$ cat config.mk
export PLATFORM = sky130hd
export DESIGN_NAME = masked_port_pattern_player
export DESIGN_NICKNAME = d
export VERILOG_FILES = /design/src/rtl/core/mpp_pkg.sv /design/src/rtl/core/mpp_deposit.sv /design/src/rtl/core/masked_port_pattern_player.sv
export SDC_FILE = /design/constraint.sdc
export NUM_CORES = 1
export LEC_CHECK = 0
export ABC_AREA = 1
export ABC_CLOCK_PERIOD_IN_PS = 8800
export BUFFER_PORTS_ARGS = -buffer_cell sky130_fd_sc_hd__buf_2
export CAP_MARGIN = 20
export CORE_MARGIN = 1.5
export CORE_UTILIZATION = 40
export DETAILED_ROUTE_END_ITERATION = 8
export SYNTH_ARGS = -nofsm -noshare
export SYNTH_HDL_FRONTEND = slang
export SYNTH_SLANG_ARGS = --single-unit
$ cat constraint.sdc
create_clock -name aclk -period 8.8 [get_ports aclk]
set_input_delay 1.76 -clock aclk [delete_from_list [all_inputs] [get_ports aclk]]
set_output_delay 1.76 -clock aclk [all_outputs]
set_load 0.01 [all_outputs]
$ cat src/rtl/core/mpp_pkg.sv
// shared widths, register indexes and result type for the masked port pattern player
package mpp_pkg;

    localparam int PORT_W    = 16;
    localparam int DELAY_W   = 16;
    localparam int TICKS_W   = 32;
    localparam int IDX_W     = $clog2(PORT_W);
    localparam int CFG_IDX_W = 1;
    localparam int CFG_W     = 16;

    localparam logic [CFG_IDX_W-1:0] REG_BIT_MASK     = 1'd0;
    localparam logic [CFG_IDX_W-1:0] REG_INITIAL_PORT = 1'd1;

    localparam logic [PORT_W-1:0] BIT_MASK_RESET     = 16'hFFFF;
    localparam logic [PORT_W-1:0] INITIAL_PORT_RESET = 16'h0000;

    typedef logic [PORT_W-1:0] port_t;

    typedef struct packed {
        logic [TICKS_W-1:0] delay_ticks;
        port_t              port_value;
    } result_t;

endpackage

$ cat src/rtl/core/mpp_deposit.sv
// masked bit deposit: the k-th set mask bit takes raw bit k, other bits keep the held value
module mpp_deposit (
    input  mpp_pkg::port_t held,
    input  mpp_pkg::port_t mask,
    input  mpp_pkg::port_t raw,
    output mpp_pkg::port_t port_value
);
    import mpp_pkg::*;

    logic [IDX_W-1:0] raw_idx [PORT_W];

    // raw bit index for each port position: number of set mask bits below it
    always_comb begin
        for (int pos = 0; pos < PORT_W; pos++) begin
            raw_idx[pos] = '0;
            for (int j = 0; j < pos; j++) begin
                raw_idx[pos] = raw_idx[pos] + IDX_W'(mask[j]);
            end
        end
    end

    always_comb begin
        for (int pos = 0; pos < PORT_W; pos++) begin
            port_value[pos] = mask[pos] ? raw[raw_idx[pos]] : held[pos];
        end
    end

endmodule

$ cat src/rtl/core/masked_port_pattern_player.sv
// Masked port pattern player: each 32-bit pattern word (raw bits, delay) is registered on
// entry, its raw bits are scattered into the mask positions of the held port value, and the
// new port value with its delay is registered at the output; the delay is shifted left 16
// when the raw bits equal those of the word before. One word per clock is accepted and one
// result per clock is delivered while m_tready does not stall the output; a word passes the input
// register and then the result register around the single deposit-and-compare stage. A write to
// initial_port also reloads the held port value. The repeat history survives tlast.
module masked_port_pattern_player (
    input  logic                                 aclk,
    input  logic                                 aresetn,
    // configuration
    input  logic                                 cfg_wr_en,
    input  logic [mpp_pkg::CFG_IDX_W-1:0]        cfg_index,
    input  logic [mpp_pkg::CFG_W-1:0]            cfg_wdata,
    // input stream
    input  logic                                 s_tvalid,
    output logic                                 s_tready,
    input  logic [31:0]                          s_tdata,  // raw_port_bits[15:0], delay_field[31:16]
    input  logic                                 s_tlast,  // last_word
    // result stream
    output logic                                 m_tvalid,
    input  logic                                 m_tready,
    output logic [47:0]                          m_tdata,  // port_value[15:0], delay_ticks[47:16]
    output logic                                 m_tlast   // end_of_sequence
);
    import mpp_pkg::*;

    // configuration and state
    port_t bit_mask_reg,  bit_mask_next;
    port_t held_port_reg, held_port_next;
    port_t prev_raw_reg,  prev_raw_next;
    logic  prev_valid_reg, prev_valid_next;

    // input stage
    logic               in_valid_reg;
    port_t              in_raw_reg;
    logic [DELAY_W-1:0] in_delay_reg;
    logic               in_last_reg;

    // output stage
    logic    out_valid_reg;
    result_t out_res_reg, out_res_next;
    logic    out_last_reg;

    logic  advance;
    logic  accept;
    logic  repeat_word;
    port_t dep_port;

    assign advance  = in_valid_reg && (!out_valid_reg || m_tready);
    assign s_tready = !in_valid_reg || advance;
    assign accept   = s_tvalid && s_tready;

    mpp_deposit u_deposit (
        .held       (held_port_reg),
        .mask       (bit_mask_reg),
        .raw        (in_raw_reg),
        .port_value (dep_port)
    );

    assign repeat_word = prev_valid_reg && (prev_raw_reg == in_raw_reg);

    always_comb begin
        out_res_next.port_value = dep_port;
        if (repeat_word) begin
            out_res_next.delay_ticks = {in_delay_reg, {(TICKS_W-DELAY_W){1'b0}}};
        end else begin
            out_res_next.delay_ticks = {{(TICKS_W-DELAY_W){1'b0}}, in_delay_reg};
        end
    end

    always_comb begin
        bit_mask_next   = bit_mask_reg;
        held_port_next  = held_port_reg;
        prev_raw_next   = prev_raw_reg;
        prev_valid_next = prev_valid_reg;
        if (advance) begin
            held_port_next  = dep_port;
            prev_raw_next   = in_raw_reg;
            prev_valid_next = 1'b1;
        end
        if (cfg_wr_en) begin
            case (cfg_index)
                REG_BIT_MASK: begin
                    bit_mask_next = cfg_wdata[PORT_W-1:0];
                end
                REG_INITIAL_PORT: begin
                    held_port_next = cfg_wdata[PORT_W-1:0];
                end
                default: begin
                end
            endcase
        end
    end

    always_ff @(posedge aclk) begin
        if (!aresetn) begin
            bit_mask_reg   <= BIT_MASK_RESET;
            held_port_reg  <= INITIAL_PORT_RESET;
            prev_raw_reg   <= '0;
            prev_valid_reg <= 1'b0;
            in_valid_reg   <= 1'b0;
            out_valid_reg  <= 1'b0;
        end else begin
            bit_mask_reg   <= bit_mask_next;
            held_port_reg  <= held_port_next;
            prev_raw_reg   <= prev_raw_next;
            prev_valid_reg <= prev_valid_next;
            if (s_tready) begin
                in_valid_reg <= s_tvalid;
            end
            if (!out_valid_reg || m_tready) begin
                out_valid_reg <= in_valid_reg;
            end
        end
    end

    always_ff @(posedge aclk) begin
        if (accept) begin
            in_raw_reg   <= s_tdata[PORT_W-1:0];
            in_delay_reg <= s_tdata[PORT_W+DELAY_W-1:PORT_W];
            in_last_reg  <= s_tlast;
        end
        if (advance) begin
            out_res_reg  <= out_res_next;
            out_last_reg <= in_last_reg;
        end
    end

    assign m_tvalid = out_valid_reg;
    assign m_tdata  = out_res_reg;
    assign m_tlast  = out_last_reg;

    // a transaction moved into the result register is presented next cycle
    assert property (@(posedge aclk) disable iff (!aresetn)
        advance |=> m_tvalid)
        else $error("result register not loaded after advance");

    // port bits outside the mask keep the held value
    assert property (@(posedge aclk) disable iff (!aresetn)
        advance |=> (((out_res_reg.port_value ^ $past(held_port_reg))
                      & ~$past(bit_mask_reg)) == '0))
        else $error("unmasked port bit changed");

    // a delay is either the plain field or the field shifted by 16
    assert property (@(posedge aclk) disable iff (!aresetn)
        m_tvalid |-> (out_res_reg.delay_ticks[TICKS_W-1:DELAY_W] == '0 ||
                      out_res_reg.delay_ticks[DELAY_W-1:0] == '0))
        else $error("delay has bits in both halves");

    // both stages full and output stalled: no new transaction taken
    assert property (@(posedge aclk) disable iff (!aresetn)
        (in_valid_reg && out_valid_reg && !m_tready) |-> !s_tready)
        else $error("input accepted with pipeline full");

    // held port follows the deposited value after each advance without a config write
    assert property (@(posedge aclk) disable iff (!aresetn)
        (advance && !cfg_wr_en) |=> (held_port_reg == out_res_reg.port_value))
        else $error("held port out of step with result");

endmodule
### After elaboration in Yosys (flattened, before gate mapping)

Index checks and enable logic that the tools add are counted.

| operators by class | value |
|---|---|
| add/sub/neg operators | 14 |
| bitwise gates (word level) | 1 |
| muxes and demuxes | 49 |
| equality and inequality tests | 1 |
| reductions and logical operators | 8 |
| order comparisons | 15 |

Operator list:

| kind | count |
|---|---|
| $lt 4x5->1 const B | 14 |
| $bmux 1 s4 | 14 |
| $add 4x1->4 | 13 |
| $mux 16 | 3 |
| $mux 1 | 32 |
| $eq 16x16->1 | 1 |
| $lt 1x5->1 const B | 1 |
| $logic_and 1x1->1 | 3 |
| $add 1x1->2 | 1 |
| $logic_not 1->1 | 2 |
| $logic_or 1x1->1 | 2 |
| $reduce_and 2->1 | 1 |
| $not 1->1 | 1 |

| storage, ports and cells | value |
|---|---|
| output and inout bits | 51 |
| input port bits | 55 |
| flip-flop bits (word level) | 133 |
| word-level logic and storage cells | 101 |

### Longest topological paths before layout

| logic depth | value |
|---|---|
| depth after elaboration | 20 |
| depth in mapped cells | 31 |
| depth with buffers taken out | 31 |

### Hierarchy

From an unflattened synthesis, not the netlist that was laid out.

| second synthesis, totals | value |
|---|---|
| cells, all modules | 1069 |
| area total of the unflattened synthesis | 8202.9 um^2 |

By module, submodules not included:

| module | seq. area each (um^2) | area an instance (um^2) | cells an instance | instances |
|---|---|---|---|---|
| masked_port_pattern_player | 3483.3 | 5108.6 | 501 | 1 |
| mpp_deposit | 0.0 | 3094.2 | 568 | 1 |

### Worst setup path after synthesis

Ideal clock, no wire load.

| path | value |
|---|---|
| path kind | register -> register |
| start | register bit_mask_reg[0] |
| end | register out_res_reg (netlist bit m_tdata[15]) (data pin) |
| setup slack | 1909 ps |
| arrival | 6635 ps |
| period minus slack after synthesis | 6891 ps |
| cell stages (with the launch flop) | 27 |
| path through | dfxtp_1 > fa_1 > ha_1 > inv_1 > fa_1 > inv_1 > ha_1 > ha_1 > ha_1 > ha_1 > ha_1 > ha_1 > ha_1 > ha_1 > ha_1 > ha_1 > ha_1 > inv_1 > o21ai_0 > a21oi_1 > a21oi_1 > nand3_1 > nand2_1 > inv_1 > nand2_1 > nand3_2 > nand2_2 |

| between the ends | value |
|---|---|
| word-level cells in the longest chain between the ends | 17 |

Ends and longest elaborated chain:

| what | line | text |
|---|---|---|
| start: declaration | masked_port_pattern_player.sv:29 | `port_t bit_mask_reg, bit_mask_next;` |
| start signal: assignment | masked_port_pattern_player.sv:105 | `bit_mask_reg <= bit_mask_next;` |
| $add 1x1->2 | mpp_deposit.sv:17 | `raw_idx[pos] = raw_idx[pos] + IDX_W'(mask[j]);` |
| $add 4x1->4 (13 in series) | mpp_deposit.sv:17 |  |
| $bmux 1 s4 | mpp_deposit.sv:24 | `port_value[pos] = mask[pos] ? raw[raw_idx[pos]] : held[pos];` |
| $mux 1 (implied by the code) | mpp_deposit.sv:24 |  |
| $mux 1 | mpp_deposit.sv:24 |  |
| named net dep_port[15] | masked_port_pattern_player.sv:48 | `port_t dep_port;` |
| end signal: assignment | masked_port_pattern_player.sv:125 | `out_res_reg <= out_res_next;` |
| end: declaration | masked_port_pattern_player.sv:42 | `result_t out_res_reg, out_res_next;` |

The timed path passes the listed nets, and every way through them passes these cells. The select of a mux whose other input is x is not followed.
A chain may end at the register's enable or synchronous reset.

### Final worst setup path

| path | value |
|---|---|
| start | register bit_mask_reg[0] |
| end | register held_port_reg[15] |

| between the ends | value |
|---|---|
| word-level cells in the longest chain between the ends | 20 |

Ends and longest elaborated chain:

| what | line | text |
|---|---|---|
| $add 1x1->2 * | mpp_deposit.sv:17 |  |
| $add 4x1->4 * (13 in series) | mpp_deposit.sv:17 |  |
| $bmux 1 s4 * | mpp_deposit.sv:24 |  |
| $mux 1 (implied by the code) * | mpp_deposit.sv:24 |  |
| $mux 1 * | mpp_deposit.sv:24 |  |
| named net dep_port[15] | masked_port_pattern_player.sv:48 |  |
| $mux 16 * | masked_port_pattern_player.sv:77 | `if (advance) begin` |
| $mux 16 | masked_port_pattern_player.sv:83 | `case (cfg_index)` |
| $mux 16 * | masked_port_pattern_player.sv:82 | `if (cfg_wr_en) begin` |
| end signal: assignment | masked_port_pattern_player.sv:106 | `held_port_reg <= held_port_next;` |
| end: declaration | masked_port_pattern_player.sv:30 | `port_t held_port_reg, held_port_next;` |

The timed path passes the listed nets; every way through them passes the cells marked *. The select of a mux whose other input is x is not followed.

==> reports/metrics.csv <==
metric,value,unit
clock-pin slew on the worst setup and hold paths,0.07,ns
status,"complete, no violations",
RSZ-0062 raised after global routing,no,
synth warn,0,
clk_skew,0.0188,ns
Hold Path Class,register to register,
grt total ovfl,0,
initial antenna violation count,0,
CP startpoint kind,register,
Post-DRT Antenna Nets,0,
Final period util,88.3,%
HPWL Detailed,16.2,mm
Crit path arrival time,8.12,ns
Yosys reg bits,133,
Hold WS,0.421,ns
die area,21000,um2
hold_buf cts,0,
Die Height,145,um
initial drt markers,633,
largest net degree at the start of global routing,73,
sum of negative setup slack,0,ns
Least-Margin Pin Slew,0.893,ns
DRC viols,0,
"EDFF count, synth",82,
number of setup buffers added after CTS,0,
initial core utilization,41.0,%
CP max-delay cell,fa_1,
CP Max Fanout,17,
Setup crit end kind,register,
row cnt,51,
Skew-Pair Late Insertion Delay,0.43,ns
Final Max Tran Viols,0,
final hold viol count,0,
sequential element share of the synthesized area,43.3,%
first-pass GRT wire length,36.3,mm
Worst path max stage delay,0.72,ns
die extent in x,145,um
critical path required time,9.15,ns
CTS tree,yes,
Yosys cell types,44,
"Top cell by count, worst path",ha_1,
Area Overhead vs Synth,16.2,%
root buffer cell,clkbuf_16,
# setup viols final,0,
worst reg2reg setup slack,1.03,ns
routed via count,7437,
max cap viols,0,
Mean Syn Cell Area,7.99,um2
asr flop ratio synth,0,%
layout cells sized above 1,18.1,%
Initial DRT Pass Iterations,6,
Avg WL per Cell,17.3,um
GRT Total Usage,22.8,%
Post-Place Setup Slack,1.14,ns
post-cts gate resize count,0,
fmax,129,MHz
fin crit period,7.77,ns
Crit Path Category,register to register,
"Net Count, Synth",1089,
H-tree depth,4,
I/O Buffers,105,
Ant. Diodes,0,
cts bufs inserted,17,
Final nets,1176,
Cells after Synth,1006,
Detailed Route WL,23.7,mm
Largest register FFs,48,
vias in the first global route,6774,
Sink Count,133,
placer congestion estimate,0.892,
Post-Syn Area,8040,um2
post-route setup slack,1.03,ns
clk buf depth,2,
core area,19600,um2
Slew headroom,40.5,%
Ports,106,
DR vias/cell,5.42,
top_reg_cell synth,edfxtp_1,
[worst max-delay path: cells and delay by family (launching register included)]
kind            cells  cell delay (ns)
fa+ha+maj          13             6.23
compound gates      4             0.50
flops               1             0.38
simple gates        6             0.38
buf+inv             2             0.18
[logic make-up (layout without fill, tap and decap cells)]
logic type,Yosys count,after routing,synth area share [%]
simple gates,368,368,23.1
compound gates,326,326,21.6
buf+inv,149,249,7.19
flops,133,133,43.3
fa+ha+maj,28,28,4.55
xor+xnor,2,2,0.218
[layout by cell type (no fill, tap or decap), types with 9 or more instances in the layout]
cell	count
a21oi_1	145
nand2_2	15
nand3_2	21
nand3_1	70
inv_1	98
o211ai_1	9
nand2_4	9
ha_1	26
nor2_1	81
clkbuf_16	17
nor3_1	11
dfxtp_1	51
a211oi_1	9
a31oi_1	10
buf_2	105
edfxtp_1	82
nand2_1	134
o21ai_0	137
[metrics by stage]
stage                     utilization [%]  cell area (um2)  std cells
after floorplan                         -             8040       1006
after global placement               44.7             8750       1339
after detailed placement             44.7             8750       1339
after CTS                            47.7             9340       1371
after global routing                 47.7             9340       1371
final                                47.7             9340       1371
[path summary, 6_finish.rpt]
check / start / to / depth (start not counted)
setup / recovery: bit_mask_reg[0]$_SDFFE_PN1P_ / held_port_reg[15]$_SDFF_PN0_ / 25
hold / removal: in_last_reg$_DFFE_PP_ / m_tlast$_DFFE_PP_ / 0
setup reg to reg: bit_mask_reg[0]$_SDFFE_PN1P_ / held_port_reg[15]$_SDFF_PN0_ / 25
hold reg to reg: in_last_reg$_DFFE_PP_ / m_tlast$_DFFE_PP_ / 0
[per-layer routing]
layer | vias to the layer above | track usage (%) | part of all wire, %
met2 | 264 | 36.4 | 47
met1 | 3429 | 31.3 | 45
met5 | - | 0 | 0
met3 | 42 | 3.75 | 6.2
li1 | 3702 | - | -
met4 | 0 | 7.92 | 2.3
[cell usage after synthesis (3+ instances only)]
library cell    n  area, um2
nand2_4         9        101
o21ai_0       137        686
nand4_1         6       37.5
nand2_1       134        503
ha_1           26        325
a211oi_1        9       67.6
nor2_1         81        304
a21oi_1       145        726
dfxtp_1        51       1020
nand3b_1        7       52.6
inv_1          99        372
clkinv_1        5       18.8
o31ai_1         4       30.0
o2111ai_1       3       26.3
nand3_4         4       70.1
clkbuf_1       36        135
nand2_2        15       93.8
nand3_2        21        210
nor3_1         11       55.1
a31oi_1        10       62.6
edfxtp_1       82       2460
nand3_1        70        350
o211ai_1        9       67.6
nor4_1          3       18.8
inv_2           3       11.3
[cell type report]
type,count,area (um2)
Clock buffer,17,425
Sequential cell,133,3480
Inverter,107,402
Multi-Input combinational cell,724,3980
Fill cell,1961,10300
Tap cell,265,332
Clock inverter,15,159
Timing Repair Buffer,110,563
Power is not shown: default switching activity piles up to over one toggle a cycle in this logic, so the estimate is an artifact.
